--- config.mk ---
export PLATFORM = sky130hd
export DESIGN_NAME = kiln_thermal_plant_step
export DESIGN_NICKNAME = d
export VERILOG_FILES = /design/src/rtl/ktps_pkg.sv /design/src/rtl/kiln_thermal_plant_step.sv
export SDC_FILE = /design/constraint.sdc
export NUM_CORES = 2
export LEC_CHECK = 0
export BUFFER_PORTS_ARGS = -buffer_cell sky130_fd_sc_hd__buf_2
export CAP_MARGIN = 5
export CORE_MARGIN = 1.5
export CORE_UTILIZATION = 33
export CTS_BUF_LIST = sky130_fd_sc_hd__clkbuf_8 sky130_fd_sc_hd__clkbuf_16
export CTS_CLUSTER_SIZE = 14
export DETAILED_ROUTE_END_ITERATION = 10
export GPL_ROUTABILITY_DRIVEN = 0
export PLACE_DENSITY_LB_ADDON = 0.08
export SLEW_MARGIN = 0
export SYNTH_ARGS = -nofsm -noshare
export SYNTH_HDL_FRONTEND = slang
export SYNTH_SLANG_ARGS = --single-unit
export TNS_END_PERCENT = 100
--- constraint.sdc ---
create_clock -name clk -period 11 [get_ports clk]
set_input_delay 1.1 -clock clk [delete_from_list [all_inputs] [get_ports clk]]
set_output_delay 1.1 -clock clk [all_outputs]
set_load 0.01 [all_outputs]
--- src/rtl/ktps_pkg.sv ---
// Package for the kiln thermal plant step block: widths, reset values,
// register indexes, sequencer states and the temperature saturation function.
// Depends on nothing; imported by kiln_thermal_plant_step.
package ktps_pkg;

  localparam int TEMP_WIDTH = 16;
  localparam int CFG_W      = 16;
  localparam int STEP_W     = 16;
  localparam int DRIVE_W    = 9;
  localparam int INV_W      = 16;
  localparam int GAIN_W     = 24;
  localparam int NUM_INV    = 5;
  localparam int NUM_REGS   = 7;
  localparam int ADDR_W     = 5;
  localparam int DATA_W     = 32;

  // Difference of a 16-bit register and a temperature.
  localparam int SPAN_W = ((TEMP_WIDTH > CFG_W) ? TEMP_WIDTH : CFG_W) + 1;
  // Extrapolated targets with drive up to 511/256 plus the base temperature.
  localparam int TGT_W  = SPAN_W + 3;
  localparam int MA_W   = TGT_W + 1;
  localparam int MB_W   = GAIN_W + 1;
  localparam int P_W    = MA_W + MB_W;
  localparam int SUM_W  = P_W - 15;

  localparam logic signed [TEMP_WIDTH-1:0] TEMP_RESET       = TEMP_WIDTH'(-1280);
  localparam logic signed [CFG_W-1:0]      HEATER_MAX_RESET = CFG_W'(11520);
  localparam logic signed [CFG_W-1:0]      OUTSIDE_RESET    = CFG_W'(-1280);

  typedef logic [2:0] stage_t;
  localparam stage_t STG_HEAT = 3'd0;  // heater toward its power target
  localparam stage_t STG_H2C  = 3'd1;  // chamber toward heater
  localparam stage_t STG_W2C  = 3'd2;  // chamber toward wood
  localparam stage_t STG_AIR  = 3'd3;  // chamber toward outside air mix
  localparam stage_t STG_C2W  = 3'd4;  // wood toward chamber

  typedef logic [2:0] reg_idx_t;
  localparam reg_idx_t REG_HEATER_MAX = 3'd0;
  localparam reg_idx_t REG_OUTSIDE    = 3'd1;
  localparam reg_idx_t REG_INV_HEAT   = 3'd2;
  localparam reg_idx_t REG_INV_H2C    = 3'd3;
  localparam reg_idx_t REG_INV_W2C    = 3'd4;
  localparam reg_idx_t REG_INV_AIR    = 3'd5;
  localparam reg_idx_t REG_INV_C2W    = 3'd6;

  typedef enum logic [2:0] {
    S_IDLE,
    S_TGT,
    S_GAIN,
    S_LAG,
    S_UPD,
    S_DONE
  } state_t;

  function automatic logic signed [TEMP_WIDTH-1:0] sat_temp(
    input logic signed [SUM_W-1:0] v
  );
    logic signed [SUM_W-1:0] hi;
    logic signed [SUM_W-1:0] lo;
    hi = {{(SUM_W-TEMP_WIDTH+1){1'b0}}, {(TEMP_WIDTH-1){1'b1}}};
    lo = {{(SUM_W-TEMP_WIDTH+1){1'b1}}, {(TEMP_WIDTH-1){1'b0}}};
    if (v > hi) begin
      sat_temp = hi[TEMP_WIDTH-1:0];
    end else if (v < lo) begin
      sat_temp = lo[TEMP_WIDTH-1:0];
    end else begin
      sat_temp = v[TEMP_WIDTH-1:0];
    end
  endfunction

endpackage

--- src/rtl/kiln_thermal_plant_step.sv ---
// Kiln thermal plant step: top level with the register port, the sequencer
// and the one shared multiplier that performs all lag updates.
// Depends on ktps_pkg.

// The block models a drying kiln with three temperatures (heater, chamber air
// and wood) and advances the model by one time step for every input beat. A
// beat carries the step length, the heater power and the damper opening; the
// result beat carries the three temperatures after the step, in 1/128 degree
// units, saturated to the signed temperature range. Each step runs five
// first-order lag updates in a fixed order: heater toward its power target,
// chamber toward heater, chamber toward wood, chamber toward a mix of itself
// and outside air, and finally wood toward chamber. All arithmetic goes
// through one signed multiplier whose product is registered; the sequencer
// feeds it the gain (step length times reciprocal time constant), the lag
// product and, for the two mixed targets, the target product. From acceptance
// until the result is loaded into the output register an item goes through
// twelve multiplier passes, five update steps and the done state, which hands
// the result over, and in_ready stays low during that time. The input
// side is taken again the cycle after the result is loaded, even while the
// result still waits for out_ready; a new result waits in the sequencer until
// the output register is free. The seven registers sit at byte addresses 0 to
// 24 on the APB-style port and should be written only while the block is idle.
module kiln_thermal_plant_step
  import ktps_pkg::*;
(
  input  logic                         clk,
  input  logic                         rst,

  input  logic                         psel,
  input  logic                         penable,
  input  logic                         pwrite,
  input  logic [ADDR_W-1:0]            paddr,
  input  logic [DATA_W-1:0]            pwdata,
  output logic [DATA_W-1:0]            prdata,
  output logic                         pready,

  input  logic                         in_valid,
  output logic                         in_ready,
  input  logic [STEP_W-1:0]            step_length,
  input  logic [DRIVE_W-1:0]           heater_power,
  input  logic [DRIVE_W-1:0]           damper_open,

  output logic                         out_valid,
  input  logic                         out_ready,
  output logic signed [TEMP_WIDTH-1:0] wood_temp_out,
  output logic signed [TEMP_WIDTH-1:0] chamber_temp_out,
  output logic signed [TEMP_WIDTH-1:0] heater_temp_out
);

  // Configuration registers.
  logic signed [CFG_W-1:0] heater_max;
  logic signed [CFG_W-1:0] outside_temp;
  logic [INV_W-1:0]        inv_tc [NUM_INV];

  // Plant state.
  logic signed [TEMP_WIDTH-1:0] heater_temp;
  logic signed [TEMP_WIDTH-1:0] chamber_temp;
  logic signed [TEMP_WIDTH-1:0] wood_temp;

  // Sequencer and datapath.
  state_t                   state;
  state_t                   state_next;
  stage_t                   stage;
  logic [STEP_W-1:0]        step_q;
  logic [DRIVE_W-1:0]       power_q;
  logic [DRIVE_W-1:0]       damper_q;
  logic signed [TGT_W-1:0]  target;
  logic signed [TGT_W-1:0]  stage_target;
  logic signed [P_W-1:0]    prod;
  logic signed [MA_W-1:0]   mult_a;
  logic signed [MB_W-1:0]   mult_b;
  logic signed [TEMP_WIDTH-1:0] cur_temp;
  logic signed [SUM_W-1:0]  lag_sum;
  logic signed [TEMP_WIDTH-1:0] lag_new;
  logic signed [TGT_W-1:0]  chamber_ext;
  logic                     cfg_write;
  logic                     out_load;

  // ---------------------------------------------------------------------------
  // Register port. Writes land at the access phase; reads are combinational.
  // ---------------------------------------------------------------------------
  assign pready    = 1'b1;
  assign cfg_write = psel && penable && pwrite && pready;

  always_ff @(posedge clk) begin
    if (rst) begin
      heater_max   <= HEATER_MAX_RESET;
      outside_temp <= OUTSIDE_RESET;
      inv_tc[0]    <= INV_W'(2560);
      inv_tc[1]    <= INV_W'(512);
      inv_tc[2]    <= INV_W'(1707);
      inv_tc[3]    <= INV_W'(512);
      inv_tc[4]    <= INV_W'(171);
    end else if (cfg_write) begin
      unique case (paddr[4:2])
        REG_HEATER_MAX: heater_max   <= pwdata[CFG_W-1:0];
        REG_OUTSIDE:    outside_temp <= pwdata[CFG_W-1:0];
        REG_INV_HEAT:   inv_tc[0]    <= pwdata[INV_W-1:0];
        REG_INV_H2C:    inv_tc[1]    <= pwdata[INV_W-1:0];
        REG_INV_W2C:    inv_tc[2]    <= pwdata[INV_W-1:0];
        REG_INV_AIR:    inv_tc[3]    <= pwdata[INV_W-1:0];
        REG_INV_C2W:    inv_tc[4]    <= pwdata[INV_W-1:0];
        default: ;
      endcase
    end
  end

  always_comb begin
    unique case (paddr[4:2])
      REG_HEATER_MAX: prdata = DATA_W'({1'b0, heater_max});
      REG_OUTSIDE:    prdata = DATA_W'({1'b0, outside_temp});
      REG_INV_HEAT:   prdata = DATA_W'(inv_tc[0]);
      REG_INV_H2C:    prdata = DATA_W'(inv_tc[1]);
      REG_INV_W2C:    prdata = DATA_W'(inv_tc[2]);
      REG_INV_AIR:    prdata = DATA_W'(inv_tc[3]);
      REG_INV_C2W:    prdata = DATA_W'(inv_tc[4]);
      default:        prdata = '0;
    endcase
  end

  // ---------------------------------------------------------------------------
  // Sequencer. Each stage is an optional target pass, a gain pass, a lag
  // pass and an update cycle.
  // ---------------------------------------------------------------------------
  assign out_load = (state == S_DONE) && (!out_valid || out_ready);

  always_comb begin
    state_next = state;
    unique case (state)
      S_IDLE: begin
        if (in_valid) begin
          state_next = S_TGT;
        end
      end
      S_TGT:  state_next = S_GAIN;
      S_GAIN: state_next = S_LAG;
      S_LAG:  state_next = S_UPD;
      S_UPD: begin
        if (stage == STG_C2W) begin
          state_next = S_DONE;
        end else if (stage == STG_W2C) begin
          state_next = S_TGT;
        end else begin
          state_next = S_GAIN;
        end
      end
      S_DONE: begin
        if (out_load) begin
          state_next = S_IDLE;
        end
      end
      default: state_next = S_IDLE;
    endcase
  end

  always_ff @(posedge clk) begin
    if (rst) begin
      state <= S_IDLE;
    end else begin
      state <= state_next;
    end
  end

  assign in_ready = (state == S_IDLE);

  // ---------------------------------------------------------------------------
  // Operand selection for the shared multiplier.
  // ---------------------------------------------------------------------------
  assign chamber_ext = TGT_W'(chamber_temp);

  always_comb begin
    case (stage)
      STG_HEAT: cur_temp = heater_temp;
      STG_C2W:  cur_temp = wood_temp;
      default:  cur_temp = chamber_temp;
    endcase
  end

  // Target of the current stage; for the two mixed targets the registered
  // product holds the scaled span from the target pass.
  always_comb begin
    case (stage)
      STG_HEAT: stage_target = chamber_ext + prod[8+TGT_W-1:8];
      STG_H2C:  stage_target = TGT_W'(heater_temp);
      STG_W2C:  stage_target = TGT_W'(wood_temp);
      STG_AIR:  stage_target = chamber_ext + prod[9+TGT_W-1:9];
      default:  stage_target = chamber_ext;
    endcase
  end

  always_comb begin
    mult_a = '0;
    mult_b = '0;
    unique case (state)
      S_TGT: begin
        if (stage == STG_HEAT) begin
          mult_a = MA_W'(heater_max) - MA_W'(chamber_temp);
          mult_b = MB_W'({1'b0, power_q});
        end else begin
          mult_a = MA_W'(outside_temp) - MA_W'(chamber_temp);
          mult_b = MB_W'({1'b0, damper_q});
        end
      end
      S_GAIN: begin
        mult_a = MA_W'({1'b0, step_q});
        mult_b = MB_W'({1'b0, inv_tc[stage]});
      end
      S_LAG: begin
        mult_a = MA_W'(target) - MA_W'(cur_temp);
        mult_b = MB_W'({1'b0, prod[8+GAIN_W-1:8]});
      end
      default: ;
    endcase
  end

  // Lag update: the product is floored by 2^16 through the arithmetic slice.
  assign lag_sum = {prod[P_W-1], prod[P_W-1:16]}
                 + {{(SUM_W-TEMP_WIDTH){cur_temp[TEMP_WIDTH-1]}}, cur_temp};
  assign lag_new = sat_temp(lag_sum);

  // ---------------------------------------------------------------------------
  // Datapath registers.
  // ---------------------------------------------------------------------------
  always_ff @(posedge clk) begin
    prod <= mult_a * mult_b;
    if (in_valid && in_ready) begin
      step_q   <= step_length;
      power_q  <= heater_power;
      damper_q <= damper_open;
    end
    if (state == S_GAIN) begin
      target <= stage_target;
    end
    if (out_load) begin
      wood_temp_out    <= wood_temp;
      chamber_temp_out <= chamber_temp;
      heater_temp_out  <= heater_temp;
    end
  end

  always_ff @(posedge clk) begin
    if (rst) begin
      stage        <= STG_HEAT;
      heater_temp  <= TEMP_RESET;
      chamber_temp <= TEMP_RESET;
      wood_temp    <= TEMP_RESET;
      out_valid    <= 1'b0;
    end else begin
      if (in_valid && in_ready) begin
        stage <= STG_HEAT;
      end else if (state == S_UPD && stage != STG_C2W) begin
        stage <= stage + 3'd1;
      end
      if (state == S_UPD) begin
        case (stage)
          STG_HEAT: heater_temp  <= lag_new;
          STG_C2W:  wood_temp    <= lag_new;
          default:  chamber_temp <= lag_new;
        endcase
      end
      if (out_load) begin
        out_valid <= 1'b1;
      end else if (out_ready) begin
        out_valid <= 1'b0;
      end
    end
  end

  // ---------------------------------------------------------------------------
  // Assertions.
  // ---------------------------------------------------------------------------
  a_busy_after_accept: assert property (@(posedge clk) disable iff (rst)
    in_valid && in_ready |=> !in_ready)
    else $error("input taken again while a step is in progress");

  a_result_from_done: assert property (@(posedge clk) disable iff (rst)
    $rose(out_valid) |-> $past(state == S_DONE))
    else $error("result appeared without a finished step");

  a_target_stages: assert property (@(posedge clk) disable iff (rst)
    state == S_TGT |-> (stage == STG_HEAT || stage == STG_AIR))
    else $error("target pass in a stage with a plain target");

  a_stage_range: assert property (@(posedge clk) disable iff (rst)
    state != S_IDLE |-> stage <= STG_C2W)
    else $error("stage counter out of range");

  a_done_after_last: assert property (@(posedge clk) disable iff (rst)
    state == S_DONE && $past(state) != S_DONE |-> $past(stage == STG_C2W))
    else $error("step finished before the last lag update");

endmodule
== Word level (Yosys, flattened, before mapping) ==
Memory sizes are Yosys's and may differ from the RTL's. A register that Yosys moved wholly into a read port is not among the register bits.
Index checks and enable logic that the tools add are counted.
Widths: inputs -> output; s select.
Cells by class
  add/sub/neg operators: 7
  multiply operators: 1
  div/mod/pow operators: 0
  $lt $le $gt $ge: 2
  equality and inequality tests: 18
  shift operators: 0
  multiplexer cells: 45
  bitwise gates (word level): 6
  reduce and logical (&&, ||, !) cells: 19
Operators with widths (count)
  $mux 16: 7
  $pmux 16 s7: 1
  $pmux 20 s4: 1
  $pmux 24 s3: 1
  $pmux 21 s3: 1
  $mul 21x25->46: 1
  $add 20x20->20: 2
  $sub 16x16->17: 2
  $pmux 16 s2: 1
  $add 30x16->31: 1
  $gt 31x16->1 const B: 1
  $lt 31x16->1 const B: 1
  $mux 1: 24
  $mux 21: 1
  $sub 20x16->21: 1
  $eq 3x2->1 const B: 6
  $eq 3x3->1 const B: 6
  $pmux 3 s6: 1
  $mux 3: 5
  $reduce_and 2->1: 6
  $eq 3x1->1 const B: 3
  $logic_not 3->1: 3
  $mux 9: 1
  $logic_and 1x1->1: 5
  other kinds (10): 16
Word-level totals
  register bits after elaboration: 235
  latch bits: 0
  bits in writable memories: 80
  bits in read-only memories: 0
  input port bits: 78
  logic and storage cells: 115
  memories: 1
Memory list
  inv_tc: words 5, width 16, rd ports 6, clocked after Yosys merged registers in 1, write ports 5, RTL line kiln_thermal_plant_step.sv:53  | logic [INV_W-1:0] inv_tc [NUM_INV];

== Logic depth before layout (Yosys ltp) ==
  depth after elaboration: 6
  mapped depth: 51

== Least setup slack after synthesis ==
Ideal clock, no wire load.
  path type: reg-to-reg
  start point: register stage[2]
  end point: register prod[45]
  setup time: 0.072 ns
  data arrival time: 10.447 ns
  required time: 10.928 ns
  setup slack: 0.481 ns
  cell stages (with the launch flop): 43
  buffers on the path: 3
  cells stage by stage: dfxtp_1 > buf_1 > clkbuf_1 > mux2i_1 > a21oi_1 > inv_1 > ha_1 > nor2b_1 > o21ai_0 > nand2b_1 > a21oi_1 > o21ai_0 > a211o_1 > o31a_1 > a21o_1 > a21oi_1 > xnor2_1 > a22o_1 > (+7 left out) > fa_1 > fa_1 > fa_1 > inv_1 > fa_1 > inv_1 > ha_1 > a21o_1 > a21oi_1 > nor2b_1 > o21ai_0 > nand2b_1 > or4_1 > o2111a_2 > a21oi_2 > o31ai_4 > a311oi_1 > xnor2_1
Between the ends
  longest elaborated chain between the ends: 5
  elaborated cells between the ends (all ways): 9
RTL lines
  start: declaration: RTL line kiln_thermal_plant_step.sv:63  | stage_t stage;
  start signal: assignment: RTL line kiln_thermal_plant_step.sv:252  | stage <= stage + 3'd1;
  $eq 3x3->1 / $logic_not 3->1 (equally long branches): RTL line kiln_thermal_plant_step.sv:172, kiln_thermal_plant_step.sv:196
  $pmux 16 s2: RTL line kiln_thermal_plant_step.sv:172  | case (stage)
  $sub 20x16->21: RTL line kiln_thermal_plant_step.sv:209  | mult_a = MA_W'(target) - MA_W'(cur_temp);
  $pmux 21 s3: RTL line kiln_thermal_plant_step.sv:194  | unique case (state)
  $mul 21x25->46 *: RTL line kiln_thermal_plant_step.sv:225  | prod <= mult_a * mult_b;
  end signal: assignment: RTL line kiln_thermal_plant_step.sv:225
  end: declaration: RTL line kiln_thermal_plant_step.sv:69  | logic signed [P_W-1:0] prod;
Mark *: on every way between the ends. The rest lies on a longest branch, timed or not.
A chain may end at the register's enable or synchronous reset.

== Worst setup path in the final report ==
  start point: register stage[0]
  end point: register prod[42]
Same word-level chain as after synthesis.

==> flow_metrics.env <==
export IMPL_worst_r2r_cell_count=43
export IMPL_dominant_cell_by_count_in_the_synthesized_netlist="nand2_1"
export IMPL_number_of_synthesized_flops_with_an_enable_pin=182
export IMPL_avgViaCountPerCell=4.97
export IMPL_synthesis_instances=3572
export IMPL_period_minus_ws_final_ns=10.38
export IMPL_max_cap_violations=0
export IMPL_final_antenna_net_count=0
export IMPL_io_buffers=125
export IMPL_synth_ff_type="edfxtp_1"
export IMPL_critical_path_max_stage_delay_ns=0.61
export IMPL_ctsRootBufferMaster="clkbuf_16"
export IMPL_max_slew_margin_rel_pct=23.0
export IMPL_power_density_nw_per_um2=120
export IMPL_synth_top_family_by_area="adder cells"
export IMPL_critPathLaunchType="register"
export IMPL_timing_worst_setup_path_type="reg2reg"
export IMPL_share_of_total_power_consumed_by_net_switching_pct=39.2
export IMPL_dpl_instance_area_um2=35900
export IMPL_power_share_combinational_pct=37.2
export IMPL_dp_hpwl_um=91100
export IMPL_cts_path_max_buffers=3
export IMPL_critical_path_endpoint_type="register"
export IMPL_power_static_leakage_nw=17.5
export IMPL_vias=25100
export IMPL_irDropWorstVdd_mv=0.118
export IMPL_design_portCount=161
export IMPL_worstMarginPinSlew_ns=1.15
export IMPL_tritoncts_num_sinks=310
export IMPL_proportion_of_synthesized_area_in_mux_cells_pct=4.17
export IMPL_synth_cell_type_count=83
export IMPL_remaining_design_rule_violation_count=0
export IMPL_post_synth_cell_area_avg_um2=9.28
export IMPL_setup_viol_count_final=0
export IMPL_worstHoldPathType="reg2reg"
export IMPL_reg2reg_from="stage[0]"
export IMPL_cts_reportedPaths_clkPinSlew_ns=0.06
export IMPL_worstHoldPathCells=2
export IMPL_worst_path_max_delay_cell="fa_1"
export IMPL_design_final_nets=4479
export IMPL_period_share_pct=94.4
export IMPL_seq_power_share_pct=32.3
export IMPL_p_int_w=0.00272
export IMPL_flow_area_growth_from_synthesis_pct=12.8
export IMPL_async_reset_ff_share_pct=0
export IMPL_worst_ep_required_time_ns=11.52
export IMPL_cts_tree="done"
export IMPL_globalRoute_totalOverflow=0
export IMPL_grt_start_max_net_pins=49
export IMPL_drtPass1Iterations=6
export IMPL_worstReg2RegEnd="prod[42]"
export IMPL_post_synthesis_adder_cell_area_fraction_pct=35.4
export IMPL_cts_htree_levels=2
export IMPL_synth_yosys_seq_area_share_pct=24.2
export IMPL_groute_usage_overall_pct=22.5
export IMPL_yosys_area_top_type_share_pct=25.3
export IMPL_synth_compound_area_share_pct=10.2
export IMPL_minimum_setup_slack_in_the_final_design_ns=0.615
export IMPL_layout_drive_gt1_share_pct=12.4
export IMPL_final_max_slew_viol_count=0
export IMPL_post_synth_main_area_contributors="fa_1 25%, edfxtp_1 16%, ha_1 10%"
export IMPL_final_cell_area_um2=37400
export IMPL_timing_clock_skew_ns=0.0406
export IMPL_rrSetupSlack_ns=0.62
export IMPL_design_die_area_um2=102000
export IMPL_design_core_area_um2=99900
export IMPL_detailroute_wirelength_met3_um=5710
export IMPL_initial_detailed_routing_violation_count=1834
export IMPL_hold_path_startpoint="heater_max[9]"
export IMPL_net_switching_power_w=0.00175
export IMPL_grt_pass1_vias=26000
export IMPL_whs_endpoint="heater_max[9]"
export IMPL_routedLengthMet1_um=53800
export IMPL_grt_pass1_wl_um=171000
export IMPL_synth_xor_area_share_pct=2.80
export IMPL_status="finished clean"
export IMPL_met2_length_um=51300
export IMPL_synthesis_area_um2=33200
export IMPL_number_of_rows_created_at_floorplan=116
export IMPL_initial_core_util_pct=33.2
export IMPL_synth_seq_cells=310
export IMPL_wire_per_inst_um=22.4
export IMPL_tritoncts_num_buffers=41
export IMPL_wl_um=113000
export IMPL_die_x_um=320
export IMPL_critical_path_max_fanout=24
export IMPL_synth_top_cell_by_area="fa_1"
export IMPL_report_final_hold_viol_count=0
export IMPL_synthTopCellsByCount="597 x nand2_1, 561 x inv_1, 419 x fa_1"
export IMPL_synth_simple_area_share_pct=14.6
export IMPL_power_frac_clock_pct=30.5
export IMPL_dpl_ws_ns=-0.00918
export IMPL_clock_latency_ns=0.60
export IMPL_max_freq_mhz=96.3
export IMPL_cell_seen_most_often_among_critical_path_stages="fa_1"
export IMPL_critical_path_arrival_ns=10.91
export IMPL_die_height_um=320
export IMPL_synth_warning_count=0
export IMPL_dr_max_layer_used="met4"
export IMPL_initial_antenna_violation_count=4
## power by group through the flow
stage | combinational [W] | sequential, W | clock, W
after floorplan | 0.00109 | 0.00139 | 0
after global placement | 0.00165 | 0.00147 | 0
after detailed placement | 0.00164 | 0.00147 | 0
after CTS | 0.00166 | 0.00144 | 0.00140
after global routing | 0.00183 | 0.00145 | 0.00145
final | 0.00166 | 0.00145 | 0.00136
## critical path, delay by kind of cell (launching register included)
| family | cells | cell delay (ns) |
|---|---|---|
| adders and majority gates | 11 | 4.65 |
| muxes | 1 | 0.25 |
| AOI/OAI and AO/OA | 10 | 1.90 |
| xor gates and xnor gates | 2 | 0.29 |
| buffers and inverters | 11 | 1.47 |
| DFF | 1 | 0.36 |
| and+or+nand+nor | 8 | 1.38 |
## final cells by class
cell class,instances,area [um2]
Fill cell,10300,62400
Tap cell,1298,1620
Clock inverter,33,312
Antenna cell,1,2.50
Clock buffer,43,1050
Sequential cell,310,8030
Inverter,561,2110
Multi-Input combinational cell,2537,22500
Timing Repair Buffer,264,1740
## through the flow
step | power, W | TNS, ns | utilization, % | std cells | hold slack (ns)
floorplan | 0.00248 | 0 | - | 3587 | 0.445
global route | 0.00472 | -0.00361 | 37.5 | 5046 | 0.484
CTS | 0.00451 | 0 | 37.3 | 5041 | 0.473
detailed placement | 0.00311 | -0.00918 | 35.9 | 4965 | 0.464
global placement | 0.00312 | 0 | 35.9 | 4965 | 0.463
finish | 0.00447 | 0 | 37.5 | 5047 | 0.473
## cell families (layout without fill, tap and decap cells)
family	count (synthesis)	after routing
buffers and inverters	740	901
xor gates and xnor gates	106	106
DFF	310	310
adders and majority gates	686	686
muxes	109	109
other	2	18
AOI/OAI and AO/OA	506	506
and+or+nand+nor	1113	1113
## routing by layer
metal	GRT usage [%]	up-vias
li1	-	11800
met2	35.7	556
met1	32.4	12600
met4	5.10	0
met3	3.12	109
met5	0	-
## registers in the layout, summed over array words and instances (netlist names), named ones only
name              cells
inv_tc               80
prod                 38
target               20
chamber_temp         16
chamber_temp_out     16
heater_max           16
heater_temp          16
heater_temp_out      16
outside_temp         16
step_q               16
wood_temp            16
wood_temp_out        16
damper_q              9
power_q               9
stage                 3
state                 3
out_valid             1
## cell usage in the layout, fill, tap and decap left out, drive strengths merged, types with 14 or more instances in the layout
cell / count
clkinv: 14
and2: 78
a22oi: 14
a21o: 33
nand4: 14
ha: 267
nor3: 33
nand2b: 36
o21ai: 79
edfxtp: 182
o21a: 14
buf: 264
mux4: 20
fa: 419
a21oi: 208
o21bai: 15
conb: 17
clkbuf: 43
a211oi: 34
xor2: 34
dfxtp: 128
nand3: 47
xnor2: 72
nor2: 223
nand2: 597
mux2i: 57
mux2: 32
nor2b: 45
inv: 574
## repair_timing
action,in CTS,in global routing
buffers inserted,0,5
resized for setup,1,35
hold buffers,0,0
endpoints found under the setup margin,3,16
pin swaps,0,3
## worst max path at each step
stage                     startpoint  endpoint  slack, ns
after floorplan             stage[2]  prod[45]       0.48
after global placement      stage[0]  prod[45]       0.05
after detailed placement    stage[0]  prod[45]     -0.009
after global routing        stage[0]  prod[42]     -0.004
final                       stage[0]  prod[42]       0.62
after CTS                   stage[0]  prod[45]       0.07
(Power assumes the default switching activity.)
